## src/rtl/hadamard_delay_diffuser_assert.svh

```systemverilog
// Assertion macros shared by the diffuser RTL.
// Needs nothing else; files that check their own logic include it.
`ifndef HADAMARD_DELAY_DIFFUSER_ASSERT_SVH
`define HADAMARD_DELAY_DIFFUSER_ASSERT_SVH

// Same-cycle implication, disabled while reset is high.
`define HDD_ASSERT_IMPLY(name, clk_s, rst_s, pre, post) \
  name: assert property (@(posedge clk_s) disable iff (rst_s) (pre) |-> (post)) \
    else $error("diffuser check failed");

// Next-cycle implication, disabled while reset is high.
`define HDD_ASSERT_NEXT(name, clk_s, rst_s, pre, post) \
  name: assert property (@(posedge clk_s) disable iff (rst_s) (pre) |=> (post)) \
    else $error("diffuser check failed");

`endif

```

## src/rtl/hdd_pkg.sv

```systemverilog
// Package for the Hadamard delay diffuser: widths, sample types, register codes,
// lane result struct and the saturation and delay reduction helpers. No dependencies.
`default_nettype none

package hdd_pkg;

  localparam int unsigned LINE_DEPTH_DEF = 1024;
  localparam int unsigned CHANNELS       = 4;
  localparam int unsigned SAMPLE_W       = 18;
  localparam int unsigned Q15_W          = 16;
  localparam int unsigned MIX_W          = 17;
  localparam int unsigned ACC_W          = 18;
  localparam int unsigned DELAY_W        = 10;
  localparam int unsigned REG_IDX_W      = 2;

  typedef logic signed [SAMPLE_W-1:0] sample_t;
  typedef logic signed [Q15_W-1:0]    q15_t;
  typedef logic signed [MIX_W-1:0]    mix_t;
  typedef logic signed [ACC_W-1:0]    acc_t;
  typedef logic [DELAY_W-1:0]         delay_t;

  typedef enum logic [REG_IDX_W-1:0] {
    REG_DELAY_CH0,
    REG_DELAY_CH1,
    REG_DELAY_CH2,
    REG_DELAY_CH3
  } reg_index_t;

  // What one lane hands to the mixing stage.
  typedef struct packed {
    q15_t tap;
    logic clip;
  } lane_res_t;

  localparam sample_t SAT_HI  = sample_t'(32767);
  localparam sample_t SAT_LO  = sample_t'(-32768);
  localparam q15_t    Q15_MAX = q15_t'(32767);
  localparam q15_t    Q15_MIN = q15_t'(-32768);

  // Reduces a delay modulo the line depth by restoring subtraction.
  // With a constant depth, only the steps where the shifted depth can fit survive.
  function automatic delay_t reduce_delay(input delay_t d, input int unsigned depth);
    logic [31:0] r;
    r = 32'(d);
    for (int k = DELAY_W - 1; k >= 0; k--) begin
      if (r >= (32'(depth) << k)) begin
        r = r - (32'(depth) << k);
      end
    end
    return r[DELAY_W-1:0];
  endfunction

endpackage

`default_nettype wire

```

## src/rtl/hdd_if.sv

```systemverilog
// Valid/ready channel interfaces for the diffuser: four input samples per item,
// four mixed outputs plus the clip flag per result item. Depends on hdd_pkg.
`default_nettype none


interface hdd_out_if;
  logic          valid;
  logic          ready;
  hdd_pkg::mix_t out_ch0;
  hdd_pkg::mix_t out_ch1;
  hdd_pkg::mix_t out_ch2;
  hdd_pkg::mix_t out_ch3;
  logic          clip_flag;

  modport source (output valid, output out_ch0, output out_ch1, output out_ch2,
                  output out_ch3, output clip_flag, input ready);
  modport sink   (input valid, input out_ch0, input out_ch1, input out_ch2,
                  input out_ch3, input clip_flag, output ready);
endinterface

`default_nettype wire

```

## src/rtl/hdd_merge.sv

```systemverilog
// Mixing stage: 4-point Hadamard butterfly over the lane taps, halving with
// floor rounding, and the output register. Depends on hdd_pkg and hdd_if.
`default_nettype none

module hdd_merge (
  input  logic               clk,
  input  logic               rst,
  input  logic               load,
  input  hdd_pkg::lane_res_t res [hdd_pkg::CHANNELS],
  output logic               free,
  hdd_out_if.source          out_item
);
  import hdd_pkg::*;

  mix_t d [CHANNELS];
  mix_t sum_a;
  mix_t sum_b;
  mix_t dif_a;
  mix_t dif_b;
  acc_t mix0;
  acc_t mix1;
  acc_t mix2;
  acc_t mix3;
  logic clip_any;

  logic out_valid;
  mix_t out0;
  mix_t out1;
  mix_t out2;
  mix_t out3;
  logic out_clip;

  always_comb begin
    for (int c = 0; c < CHANNELS; c++) begin
      d[c] = MIX_W'(res[c].tap);
    end
    sum_a    = d[0] + d[1];
    sum_b    = d[2] + d[3];
    dif_a    = d[0] - d[1];
    dif_b    = d[2] - d[3];
    mix0     = ACC_W'(sum_a) + ACC_W'(sum_b);
    mix1     = ACC_W'(dif_a) + ACC_W'(dif_b);
    mix2     = ACC_W'(sum_a) - ACC_W'(sum_b);
    mix3     = ACC_W'(dif_a) - ACC_W'(dif_b);
    clip_any = res[0].clip | res[1].clip | res[2].clip | res[3].clip;
  end

  assign free = !out_valid || out_item.ready;

  always_ff @(posedge clk) begin
    if (rst) begin
      out_valid <= 1'b0;
    end else if (load) begin
      out_valid <= 1'b1;
    end else if (out_item.ready) begin
      out_valid <= 1'b0;
    end
  end

  // Dropping the low bit of the sum is an arithmetic halving, rounded down.
  always_ff @(posedge clk) begin
    if (load) begin
      out0     <= mix0[ACC_W-1:1];
      out1     <= mix1[ACC_W-1:1];
      out2     <= mix2[ACC_W-1:1];
      out3     <= mix3[ACC_W-1:1];
      out_clip <= clip_any;
    end
  end

  assign out_item.valid     = out_valid;
  assign out_item.out_ch0   = out0;
  assign out_item.out_ch1   = out1;
  assign out_item.out_ch2   = out2;
  assign out_item.out_ch3   = out3;
  assign out_item.clip_flag = out_clip;

endmodule

`default_nettype wire
```

## src/flat_wrapper.sv

```systemverilog
// flat-port wrapper written by rule: the top's interface ports become plain ports
module hdd_merge_flat import hdd_pkg::*;
  (clk, rst, load, res, free, out_item_valid, out_item_out_ch0, out_item_out_ch1, out_item_out_ch2, out_item_out_ch3, out_item_clip_flag, out_item_ready);
  hdd_out_if out_item_i ();
  input  logic clk;
  input  logic rst;
  input  logic load;
  input  hdd_pkg::lane_res_t res[hdd_pkg::CHANNELS];
  output logic free;
  output wire logic [$bits(out_item_i.valid)-1:0] out_item_valid;
  output wire logic [$bits(out_item_i.out_ch0)-1:0] out_item_out_ch0;
  output wire logic [$bits(out_item_i.out_ch1)-1:0] out_item_out_ch1;
  output wire logic [$bits(out_item_i.out_ch2)-1:0] out_item_out_ch2;
  output wire logic [$bits(out_item_i.out_ch3)-1:0] out_item_out_ch3;
  output wire logic [$bits(out_item_i.clip_flag)-1:0] out_item_clip_flag;
  input wire logic [$bits(out_item_i.ready)-1:0] out_item_ready;
  assign out_item_valid = out_item_i.valid;
  assign out_item_out_ch0 = out_item_i.out_ch0;
  assign out_item_out_ch1 = out_item_i.out_ch1;
  assign out_item_out_ch2 = out_item_i.out_ch2;
  assign out_item_out_ch3 = out_item_i.out_ch3;
  assign out_item_clip_flag = out_item_i.clip_flag;
  assign out_item_i.ready = out_item_ready;
  hdd_merge u_core (.clk(clk), .rst(rst), .load(load), .res(res), .free(free), .out_item(out_item_i));
endmodule
```

## config.mk

```make
export PLATFORM = sky130hd
export DESIGN_NAME = hdd_merge_flat
export DESIGN_NICKNAME = d
export VERILOG_FILES = /design/src/rtl/hadamard_delay_diffuser_assert.svh /design/src/rtl/hdd_pkg.sv /design/src/rtl/hdd_if.sv /design/src/rtl/hdd_merge.sv /design/src/flat_wrapper.sv
export SDC_FILE = /design/constraint.sdc
export NUM_CORES = 1
export LEC_CHECK = 0
export BUFFER_PORTS_ARGS = -buffer_cell sky130_fd_sc_hd__buf_2
export CORE_ASPECT_RATIO = 2
export CORE_MARGIN = 1
export CORE_UTILIZATION = 24
export DETAILED_ROUTE_END_ITERATION = 8
export GPL_TIMING_DRIVEN = 0
export PLACE_DENSITY = 0.41
export SETUP_SLACK_MARGIN = 0.15
export SYNTH_ARGS = -nofsm -noshare
export SYNTH_HDL_FRONTEND = slang
export SYNTH_SLANG_ARGS = --single-unit
```

## constraint.sdc

```tcl
create_clock -name clk -period 4.74 [get_ports clk]
set_input_delay 0 -clock clk [delete_from_list [all_inputs] [get_ports clk]]
set_output_delay 0 -clock clk [all_outputs]
set_load 0.03 [all_outputs]
```

==> results of run 1 <==
worst max-delay path: stages:
cell and delay (ns):
buf_2 0.09, inv_1 0.04, ha_1 0.21, fa_1 0.42, nor2b_1 0.13, o21ai_1 0.08, a21oi_1 0.22, o21ai_1 0.14
a211oi_2 0.46, mux2_2 0.40, or2_2 0.29, ha_1 0.27, clkbuf_2 0.22, inv_1 0.21, nand4_1 0.15, or4_1 0.41
a21oi_1 0.26, nor4_1 0.09, a211o_1 0.25
what timing repair did:
item / 4_1_cts / 5_1_grt
hold buffers: 5 / 0
setup endpoints to repair: 0 / 3
hold endpoints to repair: 7 / 0
gates resized for setup: 0 / 2
worst paths after layout:
path / startpoint / end / slack [ns] / cells past startpoint
hold / removal: res[2] / u_core.out_item.out_ch3[0]$_DFFE_PP_ / 0.29 / 3
hold reg to reg: u_core.out_item.valid$_SDFFE_PP0P_ / u_core.out_item.valid$_SDFFE_PP0P_ / 1.03 / 3
setup reg to reg: u_core.out_item.valid$_SDFFE_PP0P_ / u_core.out_item.valid$_SDFFE_PP0P_ / 3.61 / 3
setup / recovery: res[18] / u_core.out_item.out_ch3[15]$_DFFE_PP_ / 0.50 / 19
registers in the layout, indices dropped and copies added, names as in the netlist:
signal                     cells
u_core.out_item.out_ch3       17
u_core.out_item.valid          1
u_core.out_item.clip_flag      1
u_core.out_item.out_ch0       17
u_core.out_item.out_ch1       17
u_core.out_item.out_ch2       17
area by class of cell:
class                           instances  area share
Inverter                              120      0.0438
Timing Repair Buffer                  148      0.0769
Tap cell                              445      0.0541
Clock inverter                          6      0.0107
Clock buffer                           10      0.0223
Multi-Input combinational cell        784       0.572
Sequential cell                        70       0.203
Buffer                                 44      0.0171
cells by family after synthesis:
| group | share of synthesized area |
|---|---|
| AO/OA/AOI/OAI | 0.229 |
| AND/OR/NAND/NOR | 0.143 |
| buffers and inverters | 0.0727 |
| adder cells (fa/ha/maj) | 0.205 |
| XOR/XNOR | 0.103 |
| flip-flops | 0.243 |
| multiplexers | 0.00378 |
stage by stage:
stage | area, µm² | utilization | TNS (ns) | worst slack, ns | hold WS [ns]
global placement | 9870 | 0.280 | -0.182 | -0.110 | 0.157
finish | 10300 | 0.292 | 0 | 0.499 | 0.287
detailed placement | 9900 | 0.281 | -0.0769 | -0.0722 | 0.159
CTS | 10300 | 0.292 | 0 | 0.312 | 0.267
floorplan | 8600 | - | 0 | 0.779 | 0.0691
global route | 10300 | 0.292 | 0 | 0.197 | 0.307
cells in the mapped netlist, types with 8 or more instances:
| cell type | instances | area, µm² |
|---|---|---|
| ha_1 | 128 | 1600 |
| inv_1 | 120 | 450 |
| a21oi_1 | 107 | 536 |
| nor2_1 | 95 | 357 |
| xnor2_1 | 82 | 718 |
| edfxtp_1 | 69 | 2070 |
| o21ai_0 | 41 | 205 |
| clkbuf_1 | 34 | 128 |
| nor3_1 | 33 | 165 |
| nand2_1 | 27 | 101 |
| nand2b_1 | 23 | 144 |
| o21bai_1 | 20 | 150 |
| xor2_1 | 19 | 166 |
| nand3_1 | 16 | 80.1 |
| a21o_1 | 11 | 82.6 |
| a211oi_1 | 10 | 75.1 |
| o31a_1 | 10 | 87.6 |
| nand4_1 | 9 | 56.3 |
| nor2b_1 | 9 | 56.3 |
| o211ai_1 | 9 | 67.6 |
| and3_1 | 8 | 50.1 |
| buf_2 | 8 | 40.0 |
| fa_1 | 8 | 160 |
| o31ai_1 | 8 | 60.1 |
power by group through the flow:
| stage | logic, mW | clock network, mW | registers (mW) |
|---|---|---|---|
| 2_1_floorplan | 1.81 | 0 | 1.76 |
| 3_3_place_gp | 3.29 | 0 | 1.18 |
| 3_5_place_dp | 3.30 | 0 | 1.18 |
| 4_1_cts | 3.32 | 0.810 | 1.17 |
| 5_1_grt | 3.58 | 0.829 | 1.19 |
| 6_report | 3.25 | 0.774 | 1.16 |
placed cells by master, fill, tap and decap left out, types with 5 or more instances in the layout:
master,synthesis,final
nor3_1,33,33
clkbuf_1,34,34
xor2_1,19,19
nand3_1,16,16
o21bai_1,20,20
fa_1,8,8
nor2b_1,9,9
inv_1,120,120
nor2_1,95,95
xnor2_1,82,82
o31ai_1,8,8
or4_1,5,5
o211ai_1,9,9
clkbuf_16,0,9
a21o_1,11,11
ha_1,128,128
a2111oi_0,6,6
o31a_1,10,10
o21a_1,7,7
dlygate4sd3_1,0,5
nand2b_1,23,23
and2_1,5,5
buf_2,8,149
nand2_1,27,27
a31oi_1,6,6
a21oi_1,107,107
and3_1,8,8
nand4_1,9,9
edfxtp_1,69,69
o21ai_0,41,41
a211oi_1,10,10
nor4_1,7,7
or3_1,7,7
per-layer routing:
layer	vias up	part of all wire	track usage	wire, µm
li1	3923	-	-	-
met1	3597	0.39	0.156	10200
met2	174	0.55	0.276	14300
met3	15	0.037	0.0180	968
met4	0	0.019	0.0497	482
met5	-	0	0	0
==> results_dict.tcl, run 1 <==
set metrics [dict create \
    place_hpwl_um 21900 \
    synth_async_sr_flop_share 0 \
    ff_latch_area_um2 2090 \
    drt-wirelength-per-cell_um 15.9 \
    layout-drive-gt1-share 0.157 \
    drt_pass1_iterations 6 \
    htreeDepth 3 \
    report.power.total_mw 5.19 \
    p_comb_frac 0.627 \
    syn-num-nets 1226 \
    port_buffers 142 \
    syn_inst 1018 \
    place_congestion 0.812 \
    first_global_vias 7472 \
    synth_seq_cells 70 \
    hold_viol_final 0 \
    synth.avg_cell_area_um2 8.45 \
    drc_errors 0 \
    critPathArrivalTime_ns 4.35 \
    fin_cells 1627 \
    criticalPathCategory "input port to register" \
    pwr-share-seq 0.224 \
    setup_viol 0 \
    crit_fanout 10 \
    critPathLaunchType "input port" \
    synth_area_um2 8600 \
    grt.total_usage 0.144 \
    required_ns 4.85 \
    nNetsFinal 1385 \
    viasPerCell 4.74 \
    grt_pass1_wl_um 40000 \
    grt-ovfl-total 0 \
    tritoncts "built" \
    relSlewSlack 0.469 \
    multi_input_area_um2 5880 \
    hp-class "input port to register" \
    ys_seq_area_frac 0.243 \
    dieHeight_um 270 \
    die_area_um2 36600 \
    p_switching_mw 2.45 \
    post-route-min-period_ns 4.24 \
    ys.flop_type "edfxtp_1" \
    antenna_found_initial 0 \
    io_pins 143 \
    skew_ns 0 \
    ir_drop_mv 0.179 \
    root_buffer "clkbuf_16" \
    cts_setup_buffers 0 \
    core_um2 35200 \
    fp-row-count 97 \
    clk_pin_slew_ns 0.06 \
    fillers 3888 \
    syn_to_final_growth_pct 19.6 \
    final_antenna_net_count 0 \
    drv_slew 0 \
    power.density_nw_per_um2 504 \
    start_util 0.244 \
    power_frac_clock 0.149 \
    synth_edf_count 69 \
    max_slew.worst_pin.slew_ns 0.787 \
    status "completed" \
    fmax_ghz 0.236 \
    num_vias 7709 \
    dp_cells 1606 \
    cap_viol_max_count 0 \
    p_sw_frac 0.471 \
    clk_latency_ns 0.35 \
    clock_tree.buffer_depth 2 \
    end_kind "register" \
    ys_warn_count 0 \
    die_x_um 136 \
    clock-sinks 70 \
    diodes 0 \
    internal_power_mw 2.74 \
    rsz0062_at_grt "false" \
    ys_types 74 \
    drt_first_iter_violations 402 \
    wirelength_um 25900 \
    leakagePower_nw 4.48 \
    grt_max_degree 66 \
    numCtsBuffers 9 \
    fin_crit_sh 0.895 \
]
Power figures use the tool's default switching activity.
==> run 2: changes to the inputs <==
--- a/config.mk
+++ b/config.mk
@@ -11,7 +11,7 @@
 export CORE_UTILIZATION = 24
 export DETAILED_ROUTE_END_ITERATION = 8
 export GPL_TIMING_DRIVEN = 0
-export PLACE_DENSITY = 0.41
+export PLACE_DENSITY = 0.42
 export SETUP_SLACK_MARGIN = 0.15
 export SYNTH_ARGS = -nofsm -noshare
 export SYNTH_HDL_FRONTEND = slang
==> constraint.sdc (replaced) <==
create_clock -name clk -period 3.4 [get_ports clk]
set_input_delay 1.02 -clock clk [delete_from_list [all_inputs] [get_ports clk]]
set_output_delay 1.02 -clock clk [all_outputs]
set_load 0.03 [all_outputs]
==> run 2 against run 1 <==
The flow now finishes with violations (negative setup slack); clock skew is the same; non-clock buffer count grew 75; sequential cell count is the same; final area grew 23%; sequential power grew 41%; worst setup slack lost 1.6 ns; register-to-register slack lost 0.79 ns; critical path depth is the same; power grew 73%; die area is the same; via count grew 4.6%; final cell count grew 4.5%; critical endpoint unchanged; largest cell class unchanged; highest routed layer is now met5.
==> results_dict.tcl, run 2 (synthesis gave the netlist of run 1 again) <==
set metrics [dict create \
    grt_pass1_wl_um 43400 \
    leakagePower_nw 5.31 \
    htreeDepth 3 \
    clock_tree.buffer_depth 2 \
    layout-drive-gt1-share 0.395 \
    required_ns 3.51 \
    syn_to_final_growth_pct 46.9 \
    ir_drop_mv 0.276 \
    start_util 0.244 \
    crit_fanout 6 \
    nNetsFinal 1460 \
    die_x_um 136 \
    r2r_end "u_core.out_item.valid$_SDFFE_PP0P_" \
    cts_hold_buf 0 \
    place_congestion 0.844 \
    min_from "u_core.out_item.valid$_SDFFE_PP0P_" \
    dieHeight_um 270 \
    root_buffer "clkbuf_16" \
    fillers 3706 \
    fmax_ghz 0.224 \
    fp-row-count 97 \
    violations "negative setup slack" \
    final_cell_mix "buf_2, ha_1, inv_1, nor2_1, edfxtp_1" \
    drc_errors 0 \
    grt.total_usage 0.157 \
    max_slew.worst_pin.slew_ns 0.678 \
    tns_ns -32.22 \
    holdPathEnd "u_core.out_item.valid$_SDFFE_PP0P_" \
    drv_slew 0 \
    clk_latency_ns 0.36 \
    place_hpwl_um 22700 \
    power.density_nw_per_um2 708 \
    port_buffers 142 \
    worst_r2r_path_depth 2 \
    status "finished, violations left" \
    antenna_found_initial 3 \
    setup_slack_ns -1.06 \
    hp-class "register to register" \
    drt_first_iter_violations 285 \
    fin_crit_sh 1.31 \
    die_area_um2 36600 \
    fin_area_um2 12600 \
    hold_viol_final 0 \
    grt-ovfl-total 0 \
    drt_pass1_iterations 4 \
    io_pins 143 \
    skew_ns 0 \
    core_um2 35200 \
    report.power.total_mw 8.95 \
    criticalPathCategory "input port to register" \
    drt-wirelength-per-cell_um 16.7 \
    tritoncts "built" \
    post-route-min-period_ns 4.46 \
    critPathLaunchType "input port" \
    critPathArrivalTime_ns 4.56 \
    placed_area_um2 10500 \
    mostFrequentLayoutCell "buf_2" \
    ff2ff_setup_slack_ns 2.82 \
    hold_depth 2 \
    clk_pin_slew_ns 0.05 \
    numCtsBuffers 9 \
    viasPerCell 4.74 \
    wirelength_um 28500 \
    first_global_vias 8190 \
    grt_max_degree 38 \
    relSlewSlack 0.536 \
    r2r-start "u_core.out_item.valid$_SDFFE_PP0P_" \
    setup_viol 45 \
    cap_viol_max_count 0 \
    rsz0062_at_grt "true" \
    clock-sinks 70 \
    end_kind "register" \
    final_antenna_net_count 0 \
    num_vias 8063 \
]
-- run 2: routing by layer --
metal / up-vias / GRT usage / share of wire
met5: - / 0 / 0.0012
met1: 3799 / 0.156 / 0.37
met3: 36 / 0.0259 / 0.036
li1: 4063 / - / -
met2: 159 / 0.312 / 0.57
met4: 6 / 0.0570 / 0.027
-- run 2: worst max-delay path: stages --
cell	delay, ns
buf_8	0.09
inv_8	0.03
ha_4	0.14
fa_2	0.36
nor2b_2	0.13
o21ai_2	0.07
a21oi_2	0.20
o21ai_4	0.09
a211oi_4	0.37
mux2_4	0.34
or2_4	0.26
ha_4	0.22
clkbuf_16	0.16
inv_8	0.06
nand4_1	0.10
or4_4	0.43
a21oi_2	0.18
nor4_1	0.07
a211o_1	0.25
-- run 2: power breakdown --
group          internal (mW)  total, mW  switching (mW)
clock network          0.472      0.846           0.374
registers               1.54       1.63          0.0900
logic                   2.75       6.47            3.72
total                   4.76       8.95            4.19
-- run 2: timing repair --
action                                 4_1_cts  5_1_grt
pin swaps                                  105       76
gates resized for setup                    179      102
endpoints found under the hold margin        0        0
gates cloned                                 0        0
buffers inserted                            53       27
setup endpoints to repair                   50       52
-- run 2: layout make-up --
cell class              instances  area (µm²)  area share
diodes                          1        2.50    0.000198
plain buffers                  44         363      0.0287
clock buffers                   9         225      0.0178
clock inverters                 4        17.5     0.00139
inverters                     120         518      0.0410
multi-input cells             784        7370       0.583
flip-flops and latches         70        2090       0.166
well taps                     445         557      0.0441
repair buffers                223        1490       0.118
-- run 2: through the flow --
stage	setup WS [ns]	instances	hold slack, ns	util
final	-1.06	1700	0.485	0.359
after global routing	-1.20	1699	0.532	0.359
after CTS	-1.02	1672	0.491	0.341
after detailed placement	-1.92	1606	0.483	0.298
after global placement	-1.90	1605	0.473	0.298
after floorplan	-1.18	1018	0.848	-
-- run 2: worst max path at each step --
| stage | start | end | slack, ns |
|---|---|---|---|
| after detailed placement | res[39] | u_core.out_item.out_ch3[15]$_DFFE_PP_ | -1.92 |
| after CTS | res[18] | u_core.out_item.out_ch3[15]$_DFFE_PP_ | -1.02 |
| after global routing | res[18] | u_core.out_item.out_ch1[14]$_DFFE_PP_ | -1.20 |
| after global placement | res[18] | u_core.out_item.out_ch3[14]$_DFFE_PP_ | -1.90 |
| final | res[18] | u_core.out_item.out_ch3[15]$_DFFE_PP_ | -1.06 |
| after floorplan | res[18] | u_core.out_item.out_ch3[15]$_DFFE_PP_ | -1.18 |
==> run 3: changes to the inputs <==
--- a/config.mk
+++ b/config.mk
@@ -11,7 +11,7 @@
 export CORE_UTILIZATION = 24
 export DETAILED_ROUTE_END_ITERATION = 8
 export GPL_TIMING_DRIVEN = 0
-export PLACE_DENSITY = 0.42
+export PLACE_DENSITY = 0.41
 export SETUP_SLACK_MARGIN = 0.15
 export SYNTH_ARGS = -nofsm -noshare
 export SYNTH_HDL_FRONTEND = slang
==> constraint.sdc (replaced) <==
create_clock -name clk -period 4.5 [get_ports clk]
set_input_delay 1.35 -clock clk [delete_from_list [all_inputs] [get_ports clk]]
set_output_delay 1.35 -clock clk [all_outputs]
set_load 0.03 [all_outputs]
==> run 3 against run 2 <==
Sequential share of layout area shrank 0.32 points; the flow still finishes with violations (negative setup slack); largest power group unchanged; clock power fell by 16%; worst setup slack improved by 0.78 ns.
==> results_dict.tcl, run 3 (synthesis gave the netlist of run 1 again) <==
set metrics [dict create \
    status "finished, violations left" \
    violations "negative setup slack" \
    drt-wirelength-per-cell_um 16.2 \
    critPathArrivalTime_ns 4.89 \
    drt_first_iter_violations 352 \
    clock_tree.buffer_depth 2 \
    io_pins 143 \
    tns_ns -1.47 \
    fin_crit_sh 1.06 \
    p_sw_frac 0.460 \
    final_antenna_net_count 0 \
    r2r-start "u_core.out_item.valid$_SDFFE_PP0P_" \
    clock-sinks 70 \
    mostFrequentLayoutCell "buf_2" \
    dp_cells 1606 \
    leakagePower_nw 5.50 \
    critPathLaunchType "input port" \
    setup_slack_ns -0.281 \
    power.density_nw_per_um2 516 \
    root_buffer "clkbuf_16" \
    ir_drop_mv 0.248 \
    r2r_end "u_core.out_item.valid$_SDFFE_PP0P_" \
    post-place-ws_ns -1.14 \
    tritoncts "built" \
    dieHeight_um 270 \
    required_ns 4.61 \
    ff2ff_setup_slack_ns 3.92 \
    drt_pass1_iterations 5 \
    fin_cells 1738 \
    ff_latch_area_um2 2090 \
    die_area_um2 36600 \
    layout-drive-gt1-share 0.403 \
    fin_area_um2 12900 \
    end_kind "register" \
    num_vias 8266 \
    p_comb_frac 0.708 \
    drc_errors 0 \
    fmax_ghz 0.209 \
    pwr-share-seq 0.185 \
    antenna_found_initial 0 \
    fp-row-count 97 \
    power_frac_clock 0.107 \
    placed_area_um2 10200 \
    relSlewSlack 0.557 \
    grt_pass1_wl_um 43100 \
    p_switching_mw 3.06 \
    post-route-min-period_ns 4.78 \
    first_global_vias 8095 \
    fillers 3672 \
    port_buffers 142 \
    diodes 0 \
    die_x_um 136 \
    skew_ns 0 \
    multi_input_area_um2 7240 \
    internal_power_mw 3.59 \
    grt.total_usage 0.154 \
    critPathLaunch "res[18]" \
    wl_met1_um 11000 \
    hp-class "register to register" \
    final_cell_mix "buf_2, ha_1, inv_1, buf_4, nor2_1" \
    worst_r2r_path_depth 2 \
    core_um2 35200 \
    htreeDepth 3 \
    rsz0062_at_grt "true" \
    grt_max_degree 64 \
    clk_pin_slew_ns 0.06 \
    place_congestion 0.819 \
    postLayoutCoreUtil 0.366 \
    cts_hold_buf 0 \
    wl_met3_um 726 \
    dr_wl_met2_um 15900 \
    hold_viol_final 0 \
    start_util 0.244 \
    viasPerCell 4.76 \
    wirelength_um 28200 \
    cap_viol_max_count 0 \
    setup_viol 13 \
    drv_slew 0 \
    crit_path_end "u_core.out_item.out_ch3[15]$_DFFE_PP_" \
    criticalPathCategory "input port to register" \
    grt-ovfl-total 0 \
    top_layer "met4" \
    syn_to_final_growth_pct 49.8 \
    max_slew.worst_pin.slew_ns 0.664 \
    crit_fanout 5 \
    nNetsFinal 1496 \
    place_hpwl_um 22000 \
    numCtsBuffers 9 \
    clk_latency_ns 0.36 \
]
-- run 3: timing repair --
item | 4_1_cts | 5_1_grt
resized for setup | 238 | 129
pin swaps | 124 | 93
buffers inserted | 79 | 38
setup endpoints to repair | 36 | 37
-- run 3: metrics by stage --
step	total power [mW]	hold slack, ns
after floorplan	3.91	0.848
after global placement	4.87	0.473
after detailed placement	4.88	0.480
after CTS	6.33	0.488
after global routing	7.10	0.532
final	6.65	0.484
-- run 3: worst min path at each step --
stage                                        from                            endpoint  depth (start not counted)
2_1_floorplan  u_core.out_item.valid$_SDFFE_PP0P_  u_core.out_item.valid$_SDFFE_PP0P_                          2
3_3_place_gp   u_core.out_item.valid$_SDFFE_PP0P_  u_core.out_item.valid$_SDFFE_PP0P_                          2
3_5_place_dp   u_core.out_item.valid$_SDFFE_PP0P_  u_core.out_item.valid$_SDFFE_PP0P_                          2
4_1_cts        u_core.out_item.valid$_SDFFE_PP0P_  u_core.out_item.valid$_SDFFE_PP0P_                          2
5_1_grt        u_core.out_item.valid$_SDFFE_PP0P_  u_core.out_item.valid$_SDFFE_PP0P_                          2
6_report       u_core.out_item.valid$_SDFFE_PP0P_  u_core.out_item.valid$_SDFFE_PP0P_                          2
-- run 3: routing by layer --
metal / GRT usage / vias to the layer above
li1: - / 4157
met1: 0.168 / 3950
met2: 0.295 / 138
met3: 0.0188 / 21
met4: 0.0523 / 0
met5: 0 / -
-- run 3: power groups by stage --
stage / Combinational (mW) / Clock [mW] / Sequential (mW)
2_1_floorplan: 2.06 / 0 / 1.85
3_3_place_gp: 3.61 / 0 / 1.26
3_5_place_dp: 3.62 / 0 / 1.26
4_1_cts: 4.35 / 0.740 / 1.25
5_1_grt: 5.07 / 0.759 / 1.27
6_report: 4.71 / 0.709 / 1.23
-- run 3: area by class of cell --
class / instances / area share
multi-input combinational: 784 / 0.562
sequential: 70 / 0.162
timing repair buffer: 259 / 0.143
tap: 445 / 0.0432
inverter: 120 / 0.0396
buffer: 44 / 0.0275
clock buffer: 9 / 0.0175
clock inverter: 7 / 0.00505
-- run 3: critical path: stages --
cell       delay, ns
buf_8           0.09
inv_8           0.03
ha_4            0.15
fa_2            0.33
nor2b_1         0.14
o21ai_2         0.08
a21oi_2         0.18
o21ai_2         0.10
a211oi_4        0.38
mux2_4          0.34
or2_4           0.26
ha_4            0.22
clkbuf_16       0.16
inv_8           0.05
nand4_1         0.11
or4_4           0.44
a21oi_4         0.15
nor4_1          0.07
a211o_1         0.25
